**src/rtl/brff_pkg.sv**
```systemverilog
// Shared types and constants of the rectangle first-fit allocator.
// No dependencies.
package brff_pkg;

  localparam int unsigned MapW = 128;
  localparam int unsigned MapH = 128;
  localparam int unsigned RowAw = $clog2(MapH);
  localparam int unsigned ColAw = $clog2(MapW);

  typedef enum logic [1:0] {
    CMD_CLEAR = 2'd0,
    CMD_FIND  = 2'd1,
    CMD_ALLOC = 2'd2,
    CMD_NONE  = 2'd3
  } cmd_e;

  typedef enum logic [0:0] {
    REG_MAP_WIDTH  = 1'b0,
    REG_MAP_HEIGHT = 1'b1
  } reg_idx_e;

  // controller -> datapath
  typedef struct packed {
    logic load;       // capture command beat
    logic clr_start;  // begin clearing sweep at row 0
    logic clr_step;   // clear one row, advance
    logic alc_start;  // begin marking at rect_y
    logic alc_step;   // mark one row, advance
    logic fnd_start;  // begin column scan
    logic fnd_step;   // process one row of current column
    logic done;       // present result
  } dp_cmd_t;

  // datapath -> controller
  typedef struct packed {
    logic clr_last;
    logic alc_last;
    logic fnd_end;    // search finished (found or exhausted)
  } dp_sts_t;

endpackage

```
**src/rtl/brff_ctrl.sv**
```systemverilog
// Controller state machine of the allocator.
// Depends on brff_pkg.
module brff_ctrl (
  input  logic              clk_i,
  input  logic              rst_ni,
  input  logic              start,
  input  logic [1:0]        cmd_i,
  input  brff_pkg::dp_sts_t sts_i,
  output brff_pkg::dp_cmd_t dcmd_o,
  output logic              busy
);
  import brff_pkg::*;

  typedef enum logic [6:0] {
    S_INIT = 7'b0000001,
    S_IDLE = 7'b0000010,
    S_DISP = 7'b0000100,
    S_CLR  = 7'b0001000,
    S_ALC  = 7'b0010000,
    S_FND  = 7'b0100000,
    S_DONE = 7'b1000000
  } state_e;

  state_e state_q, state_d;
  cmd_e   cmd_q;

  always_ff @(posedge clk_i or negedge rst_ni) begin
    if (!rst_ni) begin
      state_q <= S_INIT;
      cmd_q   <= CMD_NONE;
    end else begin
      state_q <= state_d;
      if (state_q == S_IDLE && start) cmd_q <= cmd_e'(cmd_i);
    end
  end

  // next state and datapath commands
  always_comb begin
    state_d = state_q;
    dcmd_o  = '0;
    unique case (state_q)
      // sweep the row memory clear after reset, no result beat
      S_INIT: begin
        dcmd_o.clr_step = 1'b1;
        if (sts_i.clr_last) state_d = S_IDLE;
      end
      S_IDLE: begin
        if (start) begin
          dcmd_o.load = 1'b1;
          state_d = S_DISP;
        end
      end
      S_DISP: begin
        unique case (cmd_q)
          CMD_CLEAR: begin
            dcmd_o.clr_start = 1'b1;
            state_d = S_CLR;
          end
          CMD_FIND: begin
            dcmd_o.fnd_start = 1'b1;
            state_d = S_FND;
          end
          CMD_ALLOC: begin
            dcmd_o.alc_start = 1'b1;
            state_d = S_ALC;
          end
          default: state_d = S_DONE;
        endcase
      end
      S_CLR: begin
        dcmd_o.clr_step = 1'b1;
        if (sts_i.clr_last) state_d = S_DONE;
      end
      S_ALC: begin
        dcmd_o.alc_step = 1'b1;
        if (sts_i.alc_last) state_d = S_DONE;
      end
      S_FND: begin
        if (sts_i.fnd_end) state_d = S_DONE;
        else dcmd_o.fnd_step = 1'b1;
      end
      S_DONE: begin
        dcmd_o.done = 1'b1;
        state_d = S_IDLE;
      end
      default: state_d = S_IDLE;
    endcase
  end

  assign busy = (state_q != S_IDLE);

endmodule

```
**config.mk**
```make
export PLATFORM = sky130hd
export DESIGN_NAME = brff_ctrl
export DESIGN_NICKNAME = d
export VERILOG_FILES = /design/src/rtl/brff_pkg.sv /design/src/rtl/brff_ctrl.sv
export SDC_FILE = /design/constraint.sdc
export NUM_CORES = 1
export LEC_CHECK = 0
export BUFFER_PORTS_ARGS = -buffer_cell sky130_fd_sc_hd__buf_2
export CORE_MARGIN = 4
export CORE_UTILIZATION = 45
export CTS_BUF_LIST = sky130_fd_sc_hd__clkbuf_4
export CTS_CLUSTER_DIAMETER = 40
export CTS_CLUSTER_SIZE = 28
export DETAILED_ROUTE_END_ITERATION = 10
export PLACE_DENSITY = 0.71
export SYNTH_ARGS = -nofsm -noshare
export SYNTH_HDL_FRONTEND = slang
export SYNTH_SLANG_ARGS = --single-unit
```
**constraint.sdc**
```tcl
create_clock -name clk_i -period 3.35 [get_ports clk_i]
set_clock_uncertainty 0.05 [all_clocks]
set_input_delay 0.5025 -clock clk_i [delete_from_list [all_inputs] [get_ports clk_i]]
set_output_delay 0.5025 -clock clk_i [all_outputs]
set_load 0.005 [all_outputs]
```
After elaboration in Yosys (flattened, before gate mapping)

Cells that the tools add are included.

Multiplexer cells: 20
$lt $le $gt $ge: 0
Reductions and logical operators: 4
$add $sub $neg: 0
Shift-type cells: 0
Equal/unequal tests: 15
Bitwise operators: 0
Multiply operators: 0
Div/mod/pow operators: 0

Operators by type and width:

| cell                                                | count |
|---|---|
| case mux 7 bit (6 select lines)                     | 1 |
| two-way mux 7 bit                                   | 5 |
| case mux 7 bit (3 select lines)                     | 1 |
| two-way mux 1 bit                                   | 13 |
| != test 2 bit, second input constant                | 5 |
| equality test 7 x 1 -> 1 bit, second input constant | 1 |
| equality test 7 x 2 -> 1 bit, second input constant | 1 |
| equality test 7 x 3 -> 1 bit, second input constant | 1 |
| equality test 7 x 4 -> 1 bit, second input constant | 1 |
| equality test 7 x 5 -> 1 bit, second input constant | 1 |
| equality test 7 x 6 -> 1 bit, second input constant | 1 |
| equality test 7 bit, second input constant          | 1 |
| != test 7 x 2 -> 1 bit, second input constant       | 1 |
| AND reduction 5 bit                                 | 1 |
| equality test 2 x 1 -> 1 bit, second input constant | 1 |
| equality test 2 bit, second input constant          | 1 |
| zero test 2 bit                                     | 1 |
| OR reduction 2 bit                                  | 1 |
| logical AND 1 bit                                   | 1 |

Memory bits (read-only): 0
Register bits: 9
Word-level logic and storage cells: 41
Input port bits: 8
Bits in writable memories: 0
Memories kept: 0
Bits in latches: 0

Longest topological paths before layout

Gate-level depths: netlist of run 1.

Word-level depth: 3
Depth in mapped cells: 5

Worst setup path before layout of run 1

No wires, ideal clock.

Kind: reg-to-output
From: reg state_q[3]
To: out dcmd_o[2] (netlist name)
Setup slack: 0.923 ns
Data arrival time: 1.875 ns
Required time: 2.797 ns
Cell stages (with the launch flop): 6
Cells stage by stage: dfrtp_1 > buf_6 > or4_4 > or4b_4 > nor3b_4 > buf_4

RTL lines:

| what                     | RTL line        | source |
|---|---|---|
| start: declaration       | brff_ctrl.sv:24 | `state_e state_q, state_d;` |
| start signal: assignment | brff_ctrl.sv:32 | `state_q <= state_d;` |
| end: declaration         | brff_ctrl.sv:9  | `output brff_pkg::dp_cmd_t dcmd_o,` |

==> results by stage, run 1 <==
Power:
- Total power for the finished layout comes to between 0.5 and 0.6 mW.
- Dividing total power by cell area gives a power density of around 750 nW/um^2.
- The net switching component of the power is 0.191 mW.
- The internal power of the cells totals 0.322 mW.
- Net switching is between 30% and 40% of the power.
- Across the VDD grid, the largest voltage drop is about 380 uV.
- The fraction of power consumed by the clock network is between 10% and 20%.
- The static leakage is 0.349 nW.
- Sequential cells account for between 40% and 50% of the total power.
- In this run, the combinational gates consume about two fifths of the power.

GRT:
- The number of antenna violations at the first check in global routing was 0.
- Entering global routing, the biggest net connects 11 pins.
- The number of global-route vias before repair is slightly below 500.
- The first global-routing pass estimated between 2 and 2.5 mm of wire.
- The total overflow left after global routing is 0.
- The global-route usage over all layers is between 10 and 15%.

Placed design:
- The routability congestion estimate is 0.750.
- Input and output buffers added on the ports amount to 16.
- The number of placed cells counting well taps is 83.
- After legalization and detailed placement, the total HPWL measured 925 um.

Timing:
- Static timing analysis puts the maximum clock frequency at about 360 MHz.
- The setup TNS is 0 ps.
- Of the available clock period, the critical path in the final layout requires 83.3%.
- The minimum clock period is 2790 ps.
- In this run the tightest slew margin relative to its limit is ~57%.
- The number of hold violations in the final report is 0.
- The final setup violation count is 0.
- The number of slew-limit violations in the final report is 0.
- Setup repair after global routing left no endpoint under its margin.
- The actual slew at the worst max-slew pin is 632 ps.

Logic synthesis:
- In this run, synthesis inferred 0 flip-flops with an integrated enable.
- In this run, synthesis produced a sequential element count of 9.
- The count of mapped cells out of synthesis is 57.
- Synthesis produced a netlist with a net count of 65.
- In the synthesized netlist the dominant register cell turns out to be sky130_fd_sc_hd__dfrtp_1.
- For this run, asynchronously set or reset flops after synthesis account for 100%.
- The number of distinct standard cells referenced by the synthesized netlist is 33.
- sky130_fd_sc_hd__dfrtp_1 takes more of the synthesized area than any other cell.
- The share of the Yosys chip area taken by registers is between 30% and 40%.
- In this run the biggest area consumer among cell types represents around a quarter of the synthesized area.
- Yosys attributes the largest share of cell area to sky130_fd_sc_hd__dfrtp_1, sky130_fd_sc_hd__dfstp_2, sky130_fd_sc_hd__nor4b_1, sky130_fd_sc_hd__nor3b_1, sky130_fd_sc_hd__o211a_1.
- The count of warnings emitted by yosys is 0.
- After synthesis, the mean cell area works out to 10.3 um^2.
- Sorting the synthesized cells by how often they occur yields sky130_fd_sc_hd__dfrtp_1, sky130_fd_sc_hd__nor2_1, sky130_fd_sc_hd__nor4b_1.
- The most common cell in the synthesized netlist is sky130_fd_sc_hd__dfrtp_1.
- The mapped cell area is between 500 and 600 um^2.

Die:
- For this configuration, the core starts out at a cell density of between 50% and 60%.
- The floorplan has 12 rows.
- The die covers just under 2000 um^2.
- The area inside the core boundary is around 1200 um^2.
- The die is 44.1 um wide.
- The number of top-level pins is 17.
- In this run the vertical extent of the chip is approximately 44 um.

Clock tree:
- The number of levels in the clock H-tree is 1.
- Clock tree synthesis found a total of 9 sinks.
- The CTS root buffer is sky130_fd_sc_hd__clkbuf_4.
- The clock slew at the register clock pins of the worst setup and hold paths is 60 ps.
- The post-cts resize count is 0.
- The clock tree from TritonCTS is done.
- Once the clock tree was built, the setup fixing pass inserted 0 buffers.
- The clock insertion delay at the later pin of the skew report is 260 ps.
- The number of buffers created by CTS is 3.
- In this run, post-CTS hold repair placed 0 buffers.
- The maximum count of clock buffers along a single path is 2.

Critical path:
- The worst endpoint data arrival time is approximately 2200 ps.
- The largest driver fanout on the critical path is 10.
- The critical path is of the register to primary output type.
- The launch instance of the worst register-to-register path is state_q[3].
- The worst reg-to-reg setup slack is between 1000 and 1500 ps.
- The destination of the worst register-to-register timing path is state_q[5].
- The kind of end point of the critical path is a primary output.
- The worst register-to-register path has a depth of 4.
- STA classifies the critical path startpoint as a register.
- Data on the critical path is required at its endpoint by 2800 ps.

Drt:
- For this block, the initial DRC count from the detailed router was 11.
- The ratio of routed vias to standard cells is about 5.6.
- The total vias in the final route is between 400 and 500.
- After detailed routing, the average wire length per cell comes to approximately 14 um.
- Summed over all layers, the routed wires come to 1.19 mm.
- In the routed design, unresolved DRC markers number 0.
- The detail route stage leaves a number of antenna-violating nets equal to 0.
- The length of the first detailed-routing pass in iterations is 4.

Run status:
- The flow ran to the end, and the final reports show no timing, DRC or antenna violations.

Cells and area:
- The final antenna diode count is 0.
- The proportion of layout cells with a drive suffix above 1 is about two fifths.
- The count of non-filler cells in the finished layout is 87.
- Fill cells in the final layout number approximately 110.
- At the end of the flow, the number of nets in the layout was 82.
- The multi-input combinational cells in the finished layout cover a total of about 320 um^2.
- In the final layout, flip-flops and latches occupy approximately 230 um^2.
- The synthesis-to-finish area growth is 17.3%.

Min path:
- The path category of the worst min-delay check is input pin to async pin.

Run:
- Across the run, the number of max-cap violations was 0.
==> critical path, stage by stage (launching register included) <==
cell	delay, ps
sky130_fd_sc_hd__dfrtp_1	480
sky130_fd_sc_hd__or4_4	580
sky130_fd_sc_hd__or4b_4	550
sky130_fd_sc_hd__nor3b_2	220
sky130_fd_sc_hd__buf_2	140
==> cell families (layout without fill, tap and decap cells) <==
kind of cell | Yosys count | in the layout | synth area share, %
AOI/OAI and AO/OA | 8 | 8 | 10.0
and+or+nand+nor | 28 | 28 | 36.1
DFF | 9 | 9 | 39.1
xor gates and xnor gates | 3 | 3 | 4.49
muxes | 2 | 2 | 3.85
buffers and inverters | 7 | 23 | 6.41
==> cell usage in the layout (no fill, tap or decap), types with 2 or more instances in the layout <==
| cell type | count |
|---|---|
| sky130_fd_sc_hd__nor3b_1 | 3 |
| sky130_fd_sc_hd__nor4_1 | 2 |
| sky130_fd_sc_hd__buf_2 | 16 |
| sky130_fd_sc_hd__nor4b_1 | 4 |
| sky130_fd_sc_hd__xnor2_1 | 2 |
| sky130_fd_sc_hd__nor2_1 | 5 |
| sky130_fd_sc_hd__clkbuf_4 | 4 |
| sky130_fd_sc_hd__o211a_1 | 2 |
| sky130_fd_sc_hd__o21ai_0 | 3 |
| sky130_fd_sc_hd__dfstp_2 | 3 |
| sky130_fd_sc_hd__dfrtp_1 | 6 |
| sky130_fd_sc_hd__inv_1 | 3 |
==> registers in the layout, indices dropped and copies added (netlist names) <==
register and cells:
state_q 7, cmd_q 2
==> final cells by class <==
| cell class | instances | share of cell area [%] |
|---|---|---|
| Tap cell | 14 | 2.55 |
| Multi-Input combinational cell | 41 | 46.4 |
| Clock buffer | 4 | 4.37 |
| Timing Repair Buffer | 16 | 11.7 |
| Inverter | 3 | 1.64 |
| Sequential cell | 9 | 33.3 |
==> power by group through the flow <==
stage	combinational, mW	sequential, mW	clock, mW
final	0.207	0.212	0.0937
after global routing	0.229	0.220	0.105
after CTS	0.208	0.211	0.0966
after detailed placement	0.209	0.212	0
after global placement	0.207	0.210	0
after floorplan	0.180	0.185	0
==> worst max-delay path by stage <==
stage           endpoint  slack [ps]  startpoint
3_3_place_gp   dcmd_o[4]         860  state_q[3]
5_1_grt        dcmd_o[2]         460  state_q[3]
2_1_floorplan  dcmd_o[2]         920  state_q[3]
3_5_place_dp   dcmd_o[2]         850  state_q[3]
4_1_cts        dcmd_o[2]         560  state_q[3]
6_report       dcmd_o[4]         560  state_q[3]
==> stage by stage <==
stage	util [%]	hold WS [ps]	worst slack [ps]	area (um^2)
after floorplan	-	157	923	586
after global placement	56.1	313	859	657
after detailed placement	56.1	314	849	657
after CTS	58.7	27.0	558	687
after global routing	58.7	28.6	460	687
final	58.7	27.3	559	687
==> layer usage <==
| metal | vias up | track usage (%) | routed length (um) |
|---|---|---|---|
| met1 | 234 | 18.6 | 556 |
| met3 | 2 | 3.66 | 63 |
| met4 | 0 | 10.8 | 29 |
| met2 | 13 | 21.8 | 540 |
| met5 | - | 0 | 0 |
| li1 | 237 | - | - |
Power figures use the tool's default switching activity.
==> inputs of run 2 (changes only) <==
Settings changed: ABC_AREA from default to 1, PLACE_DENSITY 0.71 to 0.7.
Clock period 3.35 ns to 2.6 ns, I/O delays scaled along.
==> results by stage, run 2 <==
Critical path:
- The largest driver fanout on the critical path is 5.
- The number of cells on the worst reg-to-reg path is 7.
- The worst register-to-register path ends at state_q[0].
- The worst endpoint data arrival time is approximately 1500 ps.
- STA puts the critical path data required time at between 2000 and 2500 ps.
- The worst setup path is of the register to primary output kind.
- STA classifies the critical path endpoint as a primary output.
- The worst reg-to-reg setup slack is between 1000 and 1500 ps.
- In this run the critical register-to-register path is launched from state_q[0].
- The startpoint type of the worst setup path is a register.

Cells and area:
- The final design instance area without fill is between 700 and 800 um^2.
- The flip-flop count of the largest register, all copies and words added is 7.
- In the final layout, the registers with the most flip-flops are state_q (7), cmd_q (2).
- The final antenna diode count is 0.
- The proportion of layout cells with a drive suffix above 1 is about a third.
- Compared with the post-synthesis result, the final layout area differs by 21.0%.
- For this run, the post-layout net count is 119.
- After filler insertion, the fill cell instance count of the layout stands at 120.
- The most common cell after layout, fill and taps aside is sky130_fd_sc_hd__nand2_1.
- The register with the most flip-flops is state_q.
- In the layout the commonest cells are sky130_fd_sc_hd__nand2_1, sky130_fd_sc_hd__inv_1, sky130_fd_sc_hd__buf_2, sky130_fd_sc_hd__nor2_1, sky130_fd_sc_hd__nand3_1.

GRT:
- The wire length of the first global-routing pass is about 2.3 mm.
- The number of global-route vias before repair is ~560.
- The maximum number of pins on one net before global-route repair is 10.
- The global-route usage over all layers is around 16%.
- The number of antenna violations at the first check in global routing is 0.
- Global routing finished with a remaining overflow of 0.

Logic synthesis:
- Ranked by total cell area, the synthesized netlist is headed by sky130_fd_sc_hd__dfrtp_1, sky130_fd_sc_hd__dfstp_2, sky130_fd_sc_hd__nand2_1, sky130_fd_sc_hd__inv_1, sky130_fd_sc_hd__nand3_1.
- Counting flops with a built-in enable in the synthesized netlist gives 0.
- For this run, the number of Yosys warnings is 0.
- The most common flop cell mapped by yosys is sky130_fd_sc_hd__dfrtp_1.
- In the synthesized netlist, the cells that appear most often are sky130_fd_sc_hd__nand2_1, sky130_fd_sc_hd__inv_1, sky130_fd_sc_hd__nor2_1, sky130_fd_sc_hd__nand3_1, sky130_fd_sc_hd__dfrtp_1.
- After synthesis, the largest area contributor takes up 24.0% of total cell area.
- The number of nets in the synthesized netlist is 98.
- Dividing the synthesized area by the synthesized cell count gives 6.94 um^2.
- The part of the Yosys area used for sequential elements is between 30% and 40%.
- The number of distinct standard cells referenced by the synthesized netlist is 20.
- The flop and latch count out of synthesis is 9.
- In the post-synthesis netlist, the cell with the most instances is sky130_fd_sc_hd__nand2_1.
- In this run the cell area of the synthesized design comes to 624 um^2.
- The share of flip-flops with an asynchronous set or reset is 100%.
- The biggest area contributor in the post-synthesis netlist is sky130_fd_sc_hd__dfrtp_1.
- The count of mapped cells out of synthesis is 90.

Clock tree:
- The number of buffers created by CTS is 3.
- In this run, post-CTS repair resized a total of 0 instances.
- The buffer count from post-CTS setup fixing is 0.
- The CTS root buffer is sky130_fd_sc_hd__clkbuf_4.
- The number of buffers inserted by hold repair at cts is 1.
- The clock tree from TritonCTS is done.
- The number of levels in the clock H-tree is 1.
- The clock slew at the register clock pins of the worst setup and hold paths is approximately 60 ps.
- The clock insertion delay at the later pin of the skew report is between 200 and 300 ps.
- In this run the deepest clock path goes through 2 buffers.
- The total clock sinks is 9.

Timing:
- The actual slew at the worst max-slew pin is ~220 ps.
- Setup repair after global routing left no endpoint under its margin.
- The setup TNS is 0 ps.
- The number of slew-limit violations in the final report is 0.
- In the finished design, the share of the clock period the worst path needs comes to approximately 73%.
- The number of hold violations in the final report is 0.
- Setup violations remaining at the end of the flow were counted as 0.
- Static timing analysis puts the maximum clock frequency at ~530 MHz.
- The worst pin sits at a relative slew slack of 85.3%.
- Counting I/O delays and the setup requirement, the final critical path takes roughly 1900 ps.

Min path:
- In this run the worst hold path is classified as input pin to register.
- The path with the worst hold slack has its endpoint at cmd_q[0].
- The worst min-delay path startpoint is cmd_i[0].
- The cell depth of the worst hold path is 3.

Die:
- The die is 45.3 um tall.
- The area inside the core boundary is approximately 1300 um^2.
- The number of top-level pins is 17.
- The starting density of the core is roughly 48%.
- The die covers about 2000 um^2.
- The floorplan step set the die width to about 45 um.
- The row count is 13.

Drt:
- The overall routed net length is about 1.3 mm.
- In the final routing, the length of wire on met1 measures 575 um.
- The antenna violation net count after detailed routing is 0.
- After detailed routing, the number of remaining DRC violations is 0.
- The routed layout has a little under 600 vias.
- The first detailed-routing pass took 4 iterations.
- In this run, the number of DRC markers left after iteration 0 of detailed routing was 2.
- The top routing layer in use is met4.
- Dividing the detail-routed wire length by the instance count gives between 10 and 15 um.
- The total length of routed met3 wires is slightly above 60 um.
- Detailed routing placed a total of approximately 620 um of wire on met2.
- The ratio of routed vias to standard cells is 4.72.

Power:
- IR analysis of the VDD net gives a maximum drop of 638 uV.
- The analysis attributes to cell leakage a power of ~0.45 nW.
- The power density normalized to cell area is 956 nW/um^2.

Run status:
- The flow ran to the end, and the final reports show no timing, DRC or antenna violations.

Placed design:
- The routability congestion estimate is between 0.7 and 0.8.
- Once detailed placement completed, the half-perimeter wirelength came to 1.02 mm.
- The count of buffers from port buffering is 16.
- Summing all placed instances gives a cell area of 716 um^2.

Run:
- The max-capacitance violation count is 0.
-- run 2: changes by cell type in the layout (fill, tap and decap cells not counted), sizes merged, moves of 4 or more --
cell,delta
nand2,+20
inv,+16
nand3,+9
nor4b,-4
nor2,+14
nor3b,-5
-- run 2: critical path, stage by stage (launching register included) --
cell and delay [ps]:
sky130_fd_sc_hd__dfrtp_1 420, sky130_fd_sc_hd__nor2_2 150, sky130_fd_sc_hd__nand3_1 140, sky130_fd_sc_hd__nor2_2 190, sky130_fd_sc_hd__nand3_1 120, sky130_fd_sc_hd__inv_1 70, sky130_fd_sc_hd__buf_2 110
-- run 2: final cells by class --
| cell class | count | area, um^2 | area share (%) |
|---|---|---|---|
| Inverter | 19 | 71.3 | 9.44 |
| Multi-Input combinational cell | 61 | 317 | 41.9 |
| Tap cell | 15 | 18.8 | 2.48 |
| Sequential cell | 9 | 229 | 30.3 |
| Timing Repair Buffer | 17 | 90.1 | 11.9 |
| Clock buffer | 4 | 30.0 | 3.97 |
-- run 2: logic make-up (layout without fill, tap and decap cells) --
kind of cell	Yosys count	after routing	synth area share, %
and+or+nand+nor	56	56	46.7
buffers and inverters	20	40	12.6
DFF	9	9	36.7
AOI/OAI and AO/OA	5	5	4.01
-- run 2: how the worst max path moves through the flow --
stage	start	endpoint	slack [ps]	depth (start not counted)
after detailed placement	state_q[1]	dcmd_o[6]	1000	6
after floorplan	state_q[1]	dcmd_o[2]	1140	6
after global placement	state_q[1]	dcmd_o[6]	1000	6
after CTS	state_q[1]	dcmd_o[6]	690	6
final	state_q[1]	dcmd_o[2]	710	6
after global routing	state_q[1]	dcmd_o[4]	590	6
-- run 2: power breakdown --
part	internal (mW)	switching [mW]	leakage (nW)	total, mW
Clock	0.0694	0.0458	0.0184	0.115
Sequential	0.194	0.0433	0.111	0.237
Combinational	0.130	0.240	0.319	0.370
-- run 2: stage by stage --
stage | instances | hold slack [ps] | power (mW) | worst slack [ps] | utilization, %
after global routing | 125 | 300 | 0.802 | 594 | 58.1
after floorplan | 90 | 44.4 | 0.519 | 1140 | -
after detailed placement | 120 | 200 | 0.611 | 999 | 55.0
after global placement | 120 | 197 | 0.606 | 995 | 55.0
after CTS | 125 | 281 | 0.734 | 690 | 58.1
final | 125 | 286 | 0.722 | 710 | 58.1
-- run 2: per-layer routing --
metal,up-vias,GRT usage (%)
li1,317,-
met1,254,18.7
met2,15,26.0
met3,4,1.59
met4,0,12.3
met5,-,0
==> inputs of run 3 (changes only) <==
Clock period 2.6 ns to 1.9 ns, I/O delays scaled along.
==> results by stage, run 3 (same netlist as run 2, synthesis figures left out) <==
Run status:
- The run finished with clean final reports.

Drt:
- The routed design has between 1 and 1.5 mm of wire.
- After the first detailed-routing iteration, the DRC count stood at 6.
- The final routed DRC violation total is 0.
- The length of the first detailed-routing pass in iterations is 4.
- In the routed layout, each cell is associated on average with a via count of 4.62.
- The total vias in the final route is slightly below 600.
- The average wire per cell in the routed design is between 10 and 15 um.
- The antenna violation net count after detailed routing is 0.

Clock tree:
- The clock insertion delay at the later pin of the skew report is around 250 ps.
- The buffer count from post-CTS setup fixing is 0.
- The maximum count of clock buffers along a single path is 2.
- The clock drives 9 sinks.
- The number of buffers created by CTS is 3.
- The clock tree from TritonCTS is done.
- The CTS root buffer is sky130_fd_sc_hd__clkbuf_4.
- Clock-pin slew was measured on the worst setup and hold paths at roughly 60 ps.
- The number of levels in the clock H-tree is 1.

Timing:
- The minimum clock period is between 1500 and 2000 ps.
- The maximum frequency from static timing analysis is about 580 MHz.
- Setup repair after global routing left no endpoint under its margin.
- The number of slew-limit violations in the final report was 0.
- Setup violations remaining at the end of the flow were counted as 0.
- The final critical-path share of the clock period is about nine tenths.
- The worst pin sits at a relative slew slack of 85.4%.
- For the pin with the worst max-slew slack, the measured transition is 219 ps.
- The number of hold violations in the final report is 0.
- In the final timing run, aggregate negative setup slack is 0 ps.

Cells and area:
- The final net count is around 120.
- The flip-flop count of the largest register, all copies and words added is 7.
- The final antenna diode count is 0.
- The library cell used most frequently in the layout, excluding fill and tap cells, is sky130_fd_sc_hd__nand2_1.
- In the final layout, the registers with the most flip-flops are state_q (7), cmd_q (2).
- The synthesis-to-finish area growth is 22.8%.
- The layout has around 130 filler cells.
- Counting flops per register, the top entry is state_q.
- In the layout the commonest cells are sky130_fd_sc_hd__nand2_1, sky130_fd_sc_hd__inv_1, sky130_fd_sc_hd__buf_2, sky130_fd_sc_hd__nor2_1, sky130_fd_sc_hd__nand3_1.
- The proportion of layout cells with a drive suffix above 1 is ~35%.

Die:
- The die span in y is about 45 um.
- For this design the top-level I/O count stands at 17.
- The die is 45.3 um wide.
- The die covers 2050 um^2.
- The row count is 13.
- The area inside the core boundary is between 1000 and 1500 um^2.
- The starting density of the core is 48.0%.

GRT:
- The number of global-route vias before repair is slightly above 500.
- The global-route usage over all layers is 15.0%.
- The number of antenna violations at the first check in global routing is 0.
- The maximum number of pins on one net before global-route repair is 10.
- The residual overflow from global routing is 0.
- The first global-routing pass estimated approximately 2.3 mm of wire.

Critical path:
- The largest driver fanout on the critical path is 5.
- At the worst endpoint, the arrival time is around 1400 ps.
- The startpoint type of the worst setup path is a register.
- The kind of end point of the critical path is a primary output.
- The worst endpoint required time is approximately 1600 ps.
- The setup path with the least slack is of type register to primary output.

Power:
- Overall power consumption after layout is estimated at ~1.0 mW.
- The static leakage is ~0.45 nW.
- For this design the ratio of total power to cell area is around 1300 nW/um^2.
- VDD sags by at most between 800 and 900 uV.

Placed design:
- Buffers placed on the I/O ports in this run total 16.
- The wire-length estimate of the detail-placed layout is around 1.1 mm.
- Routability-driven placement finished with a final weighted congestion of about 0.75.

Run:
- The tool flagged a number of max-cap violations equal to 0.

Min path:
- The path class of the tightest hold or removal check is input pin to register.
[run 3: cell count changes in the layout (fill, tap and decap cells not counted)]
cell,previous run,this run
sky130_fd_sc_hd__dfrtp_1,6,5
sky130_fd_sc_hd__nor2_4,1,2
sky130_fd_sc_hd__nor2_2,5,4
sky130_fd_sc_hd__dfrtp_2,0,1
sky130_fd_sc_hd__nand3_1,9,8
sky130_fd_sc_hd__nand3_2,1,2
[run 3: layout make-up]
cell class	count	area [um^2]	share of cell area (%)
multi-input combinational	61	327	42.6
sequential	9	230	30.0
timing repair buffer	17	90.1	11.7
inverter	19	71.3	9.30
clock buffer	4	30.0	3.92
tap	15	18.8	2.45
[run 3: worst paths after layout]
kind	startpoint	endpoint	slack, ps	cells after the start
setup / recovery	state_q[1]	dcmd_o[6]	160	6
hold reg to reg	cmd_q[0]	state_q[5]	490	2
setup reg to reg	state_q[0]	state_q[0]	540	7
min in group asynchronous	rst_ni	state_q[2]	370	2
hold / removal	cmd_i[0]	cmd_q[0]	190	3
max in group asynchronous	rst_ni	cmd_q[0]	1180	2
[run 3: metal layers]
metal	up-vias	share of wire, %	GRT usage [%]	wire length, um
li1	313	-	-	-
met1	250	46	20.0	615
met5	-	0	0	0
met2	13	48	25.7	651
met3	2	5.3	1.59	72
met4	0	0.59	3.51	8
[run 3: per-stage QoR]
stage                     instances  util, %  hold slack, ps  setup slack (ps)  cell area [um^2]
after global routing            125     58.9             212              5.22               767
after detailed placement        120     55.0            95.5               385               716
after global placement          120     55.0            91.7               400               716
after floorplan                  90        -           -60.6               545               624
final                           125     58.9             190               163               767
after CTS                       125     58.1             191               106               756
[run 3: repair_timing]
item,in CTS,in global routing
hold buffers,1,0
endpoints found under the hold margin,6,0
gates resized for setup,0,3
endpoints found under the setup margin,0,3
[run 3: power by group]
group	switching, mW	leakage (nW)	internal, mW
clock	0.0598	0.0184	0.0948
sequential	0.0661	0.110	0.268
combinational	0.338	0.319	0.184
total	0.464	0.448	0.546
[run 3: critical path, stage by stage (launching register included)]
cell and delay [ps]:
sky130_fd_sc_hd__dfrtp_2 450, sky130_fd_sc_hd__nor2_4 130, sky130_fd_sc_hd__nand3_2 100, sky130_fd_sc_hd__nor2_2 180, sky130_fd_sc_hd__nand3_1 120, sky130_fd_sc_hd__inv_1 60
sky130_fd_sc_hd__buf_2 100
